### config.mk
export PLATFORM = sky130hd
export DESIGN_NAME = rtc_ctrl
export DESIGN_NICKNAME = d
export VERILOG_FILES = /design/src/design/rtc_pkg.sv /design/src/design/rtc_ctrl.sv
export SDC_FILE = /design/constraint.sdc
export NUM_CORES = 1
export LEC_CHECK = 0
export BUFFER_PORTS_ARGS = -buffer_cell sky130_fd_sc_hd__clkbuf_2
export CAP_MARGIN = 20
export CORE_AREA = 2 2 39 41
export DETAILED_ROUTE_END_ITERATION = 16
export DIE_AREA = 0 0 41 43
export HOLD_SLACK_MARGIN = 0.05
export PLACE_DENSITY_LB_ADDON = 0.3
export SLEW_MARGIN = 20
export SYNTH_ARGS = -nofsm -noshare
export SYNTH_HDL_FRONTEND = slang
export SYNTH_SLANG_ARGS = --single-unit
### constraint.sdc
create_clock -name clk_i -period 2.8 [get_ports clk_i]
set_input_delay 0.56 -clock clk_i [delete_from_list [all_inputs] [get_ports clk_i]]
set_output_delay 0.56 -clock clk_i [all_outputs]
set_load 0.01 [all_outputs]
### src/design/rtc_pkg.sv
// Shared types, step codes and constants of the RAMSETE tracking controller.
package rtc_pkg;

  // Sequencer steps; the datapath acts on the current step code.
  localparam logic [5:0] S_IDLE  = 6'd0;
  localparam logic [5:0] S_MRX   = 6'd1;
  localparam logic [5:0] S_RX    = 6'd2;
  localparam logic [5:0] S_RY    = 6'd3;
  localparam logic [5:0] S_TEST  = 6'd4;
  localparam logic [5:0] S_DXY   = 6'd5;
  localparam logic [5:0] S_EWRAP = 6'd6;
  localparam logic [5:0] S_COR1  = 6'd7;
  localparam logic [5:0] S_WAIT1 = 6'd8;
  localparam logic [5:0] S_M1    = 6'd9;
  localparam logic [5:0] S_M2    = 6'd10;
  localparam logic [5:0] S_M3    = 6'd11;
  localparam logic [5:0] S_M4    = 6'd12;
  localparam logic [5:0] S_M5    = 6'd13;
  localparam logic [5:0] S_M6    = 6'd14;
  localparam logic [5:0] S_M7    = 6'd15;
  localparam logic [5:0] S_M8    = 6'd16;
  localparam logic [5:0] S_SQRT  = 6'd17;
  localparam logic [5:0] S_WAIT2 = 6'd18;
  localparam logic [5:0] S_DIV   = 6'd19;
  localparam logic [5:0] S_WAIT3 = 6'd20;
  localparam logic [5:0] S_M10   = 6'd21;
  localparam logic [5:0] S_M11   = 6'd22;
  localparam logic [5:0] S_M12   = 6'd23;
  localparam logic [5:0] S_M13   = 6'd24;
  localparam logic [5:0] S_M14   = 6'd25;
  localparam logic [5:0] S_M15   = 6'd26;
  localparam logic [5:0] S_M16   = 6'd27;
  localparam logic [5:0] S_M17   = 6'd28;
  localparam logic [5:0] S_SUM   = 6'd29;
  localparam logic [5:0] S_M18   = 6'd30;
  localparam logic [5:0] S_M19   = 6'd31;
  localparam logic [5:0] S_M20   = 6'd32;
  localparam logic [5:0] S_FIN   = 6'd33;

  // Configuration register indexes
  localparam logic [2:0] CFG_DRIVE_FORWARD = 3'd0;
  localparam logic [2:0] CFG_FINAL_X       = 3'd1;
  localparam logic [2:0] CFG_FINAL_Y       = 3'd2;
  localparam logic [2:0] CFG_FINAL_YAW     = 3'd3;
  localparam logic [2:0] CFG_TIMEOUT_TICKS = 3'd4;

  // Motion status codes
  localparam logic [1:0] MS_RUNNING = 2'd0;
  localparam logic [1:0] MS_GOAL    = 2'd1;
  localparam logic [1:0] MS_TIMEOUT = 2'd2;

  localparam logic signed [17:0] PI_Q13     = 18'sd25736;
  localparam logic signed [17:0] TWO_PI_Q13 = 18'sd51472;
  localparam logic signed [21:0] PI_Q16      = 22'sd205887;
  localparam logic signed [21:0] HALF_PI_Q16 = 22'sd102944;
  localparam logic signed [21:0] TWO_PI_Q16  = 22'sd411775;
  localparam logic signed [18:0] CORDIC_START = 19'sd39797;
  localparam logic signed [31:0] INCH_TO_M = 32'sd426141;
  localparam logic signed [31:0] GAIN_1P4  = 32'sd91750;
  localparam logic signed [31:0] RPM_SCALE = 32'sd20695579;
  localparam logic signed [28:0] DONE_POS  = 29'sd1311;
  localparam logic signed [16:0] DONE_ANG  = 17'sd410;
  localparam logic signed [47:0] SUM_LIM   = 48'sd16777216;

  localparam logic signed [21:0] ATAN_TAB [16] = '{
    22'sd51472, 22'sd30386, 22'sd16055, 22'sd8150, 22'sd4091, 22'sd2047,
    22'sd1024, 22'sd512, 22'sd256, 22'sd128, 22'sd64, 22'sd32, 22'sd16,
    22'sd8, 22'sd4, 22'sd2
  };

  typedef struct packed {
    logic signed [22:0] ref_curvature;
    logic signed [19:0] ref_speed;
    logic signed [15:0] ref_yaw;
    logic signed [23:0] ref_y;
    logic signed [23:0] ref_x;
    logic signed [15:0] robot_heading;
    logic signed [23:0] robot_y;
    logic signed [23:0] robot_x;
  } in_item_t;

  typedef struct packed {
    logic [5:0] step;
    logic       load;
  } cmd_t;

  typedef struct packed {
    logic goal;
    logic timeout;
    logic e_ok;
    logic cor_busy;
    logic sq_busy;
    logic dv_busy;
    logic out_free;
  } stat_t;

endpackage

### src/design/rtc_ctrl.sv
// Sequencer state machine of the tracking controller.
module rtc_ctrl (
  input  logic          clk_i,
  input  logic          rst_ni,
  input  logic          in_valid_i,
  output logic          in_ready_o,
  input  rtc_pkg::stat_t stat_i,
  output rtc_pkg::cmd_t  cmd_o
);
  import rtc_pkg::*;

  logic [5:0] state_q, state_d;

  always_comb begin
    unique case (state_q)
      S_IDLE:  state_d = in_valid_i ? S_MRX : S_IDLE;
      S_TEST:  state_d = (stat_i.goal || stat_i.timeout) ? S_FIN : S_DXY;
      S_EWRAP: state_d = stat_i.e_ok ? S_COR1 : S_EWRAP;
      S_WAIT1: state_d = stat_i.cor_busy ? S_WAIT1 : S_M1;
      S_WAIT2: state_d = stat_i.cor_busy ? S_WAIT2 : S_DIV;
      S_WAIT3: state_d = (stat_i.dv_busy || stat_i.sq_busy) ? S_WAIT3 : S_M10;
      S_FIN:   state_d = stat_i.out_free ? S_IDLE : S_FIN;
      default: state_d = (state_q < S_FIN) ? state_q + 6'd1 : S_IDLE;
    endcase
  end

  always_ff @(posedge clk_i or negedge rst_ni) begin
    if (!rst_ni) begin
      state_q <= S_IDLE;
    end else begin
      state_q <= state_d;
    end
  end

  assign in_ready_o = (state_q == S_IDLE);
  assign cmd_o.step = state_q;
  assign cmd_o.load = (state_q == S_IDLE) && in_valid_i;

endmodule

==> impl_metrics.toml <==
[floorplan]
rows = 14
die_h_um = 43
coreArea_sq_mm = 0.00138
ioPinCount = 18
initial_core_util = 0.429
die_w_um = 41
die_area_sq_mm = 0.00176

[timing]
rsz0062_at_grt = "false"
skew_ns = 0.00969
finalCritPeriodShare = 0.820
max_freq_mhz = 436
finalHoldViolCount = 0
slew_headroom = 0.659
tns_ns = 0
tightest_slew_ns = 0.512
fin_ws_ns = 0.505
setup_viol = 0
fin_crit_ns = 2.29
maxSlewViolCount = 0

[power_and_ir_drop]
power_density_mw_per_mm2 = 1190
p_switching_mw = 0.403
seqPwrFrac = 0.283
leakage_nw = 0.315
p_int_mw = 0.417
swShare = 0.492
combPwrFrac = 0.616
pwr-share-clk = 0.101
finalPower_mw = 0.820
peakVddDrop_v = 0.000398

[clocking]
path_clk_slew_ns = 0.05
cts_resized = 0
clock_path_buffers = 2
root_buffer = "clkbuf_4"
cts_tree = "yes"
insertion_delay_ns = 0.25
hold_buffers = 0
postCtsSetupBuffers = 0
h-tree-depth = 1
cts-buffers-inserted = 3
cts_sinks = 6

[critical_path]
worstSetupPathType = "flip-flop to output port"
cp.arrival_ns = 1.73
r2r_start = "state_q[0]"
worst_setup_path_end_kind = "output port"
crit_fanout = 12
reg2reg_setup_slack_ns = 0.81
r2r-end = "state_q[0]"
reg2regPathDepth = 6
startpoint_type = "flip-flop"
crit_required_ns = 2.24

[logic_synthesis]
ys.flop_type = "dfrtp_1"
synth-edff-count = 0
synth.area.top_cells = "dfrtp_1, ha_1, o311ai_4, nor4_1, nor4b_4"
avgSynthCellArea_sq_um = 8.99
syn_nets = 81
yosysWarnings = 0
synth_cell_types = 34
yosysTopAreaCellShare = 0.253
synth_seq_area_share = 0.253
ys_ff_latch = 6
synth_area_leader_cell = "dfrtp_1"
synthCells = 66
synth_area_sq_um = 593
async_flop_share = 1.00

[grt]
grt.total_usage = 0.192
grt_max_degree = 14
grt_pass1_vias = 497
overflow = 0
antenna_found_initial = 0
grt_pass1_wl_mm = 2.30

[job]
maxCapViolations = 0

[layout]
fin_nets = 99
antenna_cells = 0
largest_register_ffs = 6
largestRegisters = "state_q x6"
area_delta_synth_final_pct = 16.2
drive_above_1_share = 0.317
max_flop_register = "state_q"

[place]
numPortBuffers = 17
dp_slack_ns = 0.761
dp_hpwl_mm = 1.07
gp_congestion = 0.820

[route]
viasPerCell = 5.57
dr_total_vias = 546
drtIter0Drc = 4
routedWlPerCell_um = 14.3
ant_nets = 0
drc_errors = 0
firstDrtPassIters = 2
wirelength_mm = 1.41

[min_path]
hp-class = "input port to asynchronous set/reset pin"

[run_status]
status = "finished, final reports clean"
layout make-up:
type	instances	area, sq um
Inverter	6	22.5
Fill cell	145	694
Sequential cell	6	150
Clock buffer	3	22.5
Timing Repair Buffer	17	85.1
Tap cell	16	20.0
Multi-Input combinational cell	50	389
kinds of logic (layout without fill, tap and decap cells):
family,count (synthesis),count (layout),synth area share
compound gates,15,15,0.219
buf+inv,10,26,0.0907
xor+xnor,3,3,0.0443
flops,6,6,0.253
simple gates,27,27,0.287
fa+ha+maj,5,5,0.105
per-layer routing:
layer | share of wire | GRT usage | vias to the layer above
met4 | 0 | 0.0600 | 0
met3 | 0.036 | 0.0314 | 0
met5 | 0 | 0 | -
met1 | 0.49 | 0.281 | 259
met2 | 0.47 | 0.278 | 17
li1 | - | - | 270
synth_stat cells (2+ instances only):
master,number
nor4_1,4
nor2_1,5
inv_1,6
o21ai_0,4
nand3_1,2
dfrtp_1,6
xnor2_1,2
nand2_1,6
a21oi_1,2
ha_1,5
per-stage QoR:
step,util,instances,cell area [sq um],hold slack [ns]
2_1_floorplan,-,66,593,0.264
3_3_place_gp,0.482,95,667,0.402
3_5_place_dp,0.482,95,667,0.405
4_1_cts,0.498,98,689,0.141
5_1_grt,0.498,98,689,0.139
6_report,0.498,98,689,0.134
worst max-delay path by stage:
| stage | from | endpoint | slack (ns) | cells past startpoint |
|---|---|---|---|---|
| 3_5_place_dp | state_q[2] | cmd_o[0] | 0.76 | 3 |
| 4_1_cts | state_q[2] | cmd_o[0] | 0.50 | 3 |
| 3_3_place_gp | state_q[2] | cmd_o[0] | 0.83 | 3 |
| 6_report | state_q[2] | cmd_o[0] | 0.51 | 3 |
| 5_1_grt | state_q[2] | cmd_o[0] | 0.39 | 3 |
| 2_1_floorplan | state_q[4] | cmd_o[0] | 0.86 | 3 |
critical path, cell delays in order, from the launching register on:
cell and delay, ns:
dfrtp_1 0.53, or2_2 0.42, nor4_1 0.35, clkbuf_2 0.20
layout by cell type (no fill, tap or decap), drive strengths merged, types with 2 or more instances in the layout:
cell type and n:
a21oi 2, nand3 2, nor4 4, a211o 2, ha 5, clkbuf 20, or2 2, o21ai 4
nand2 6, xnor2 2, dfrtp 6, nor2 5, inv 6
power by group through the flow:
stage,logic (mW),registers (mW),clock network [mW]
CTS,0.506,0.230,0.0844
finish,0.505,0.232,0.0826
detailed placement,0.500,0.231,0
global route,0.561,0.242,0.0934
floorplan,0.438,0.181,0
global placement,0.499,0.227,0
Power figures use the tool's default switching activity.
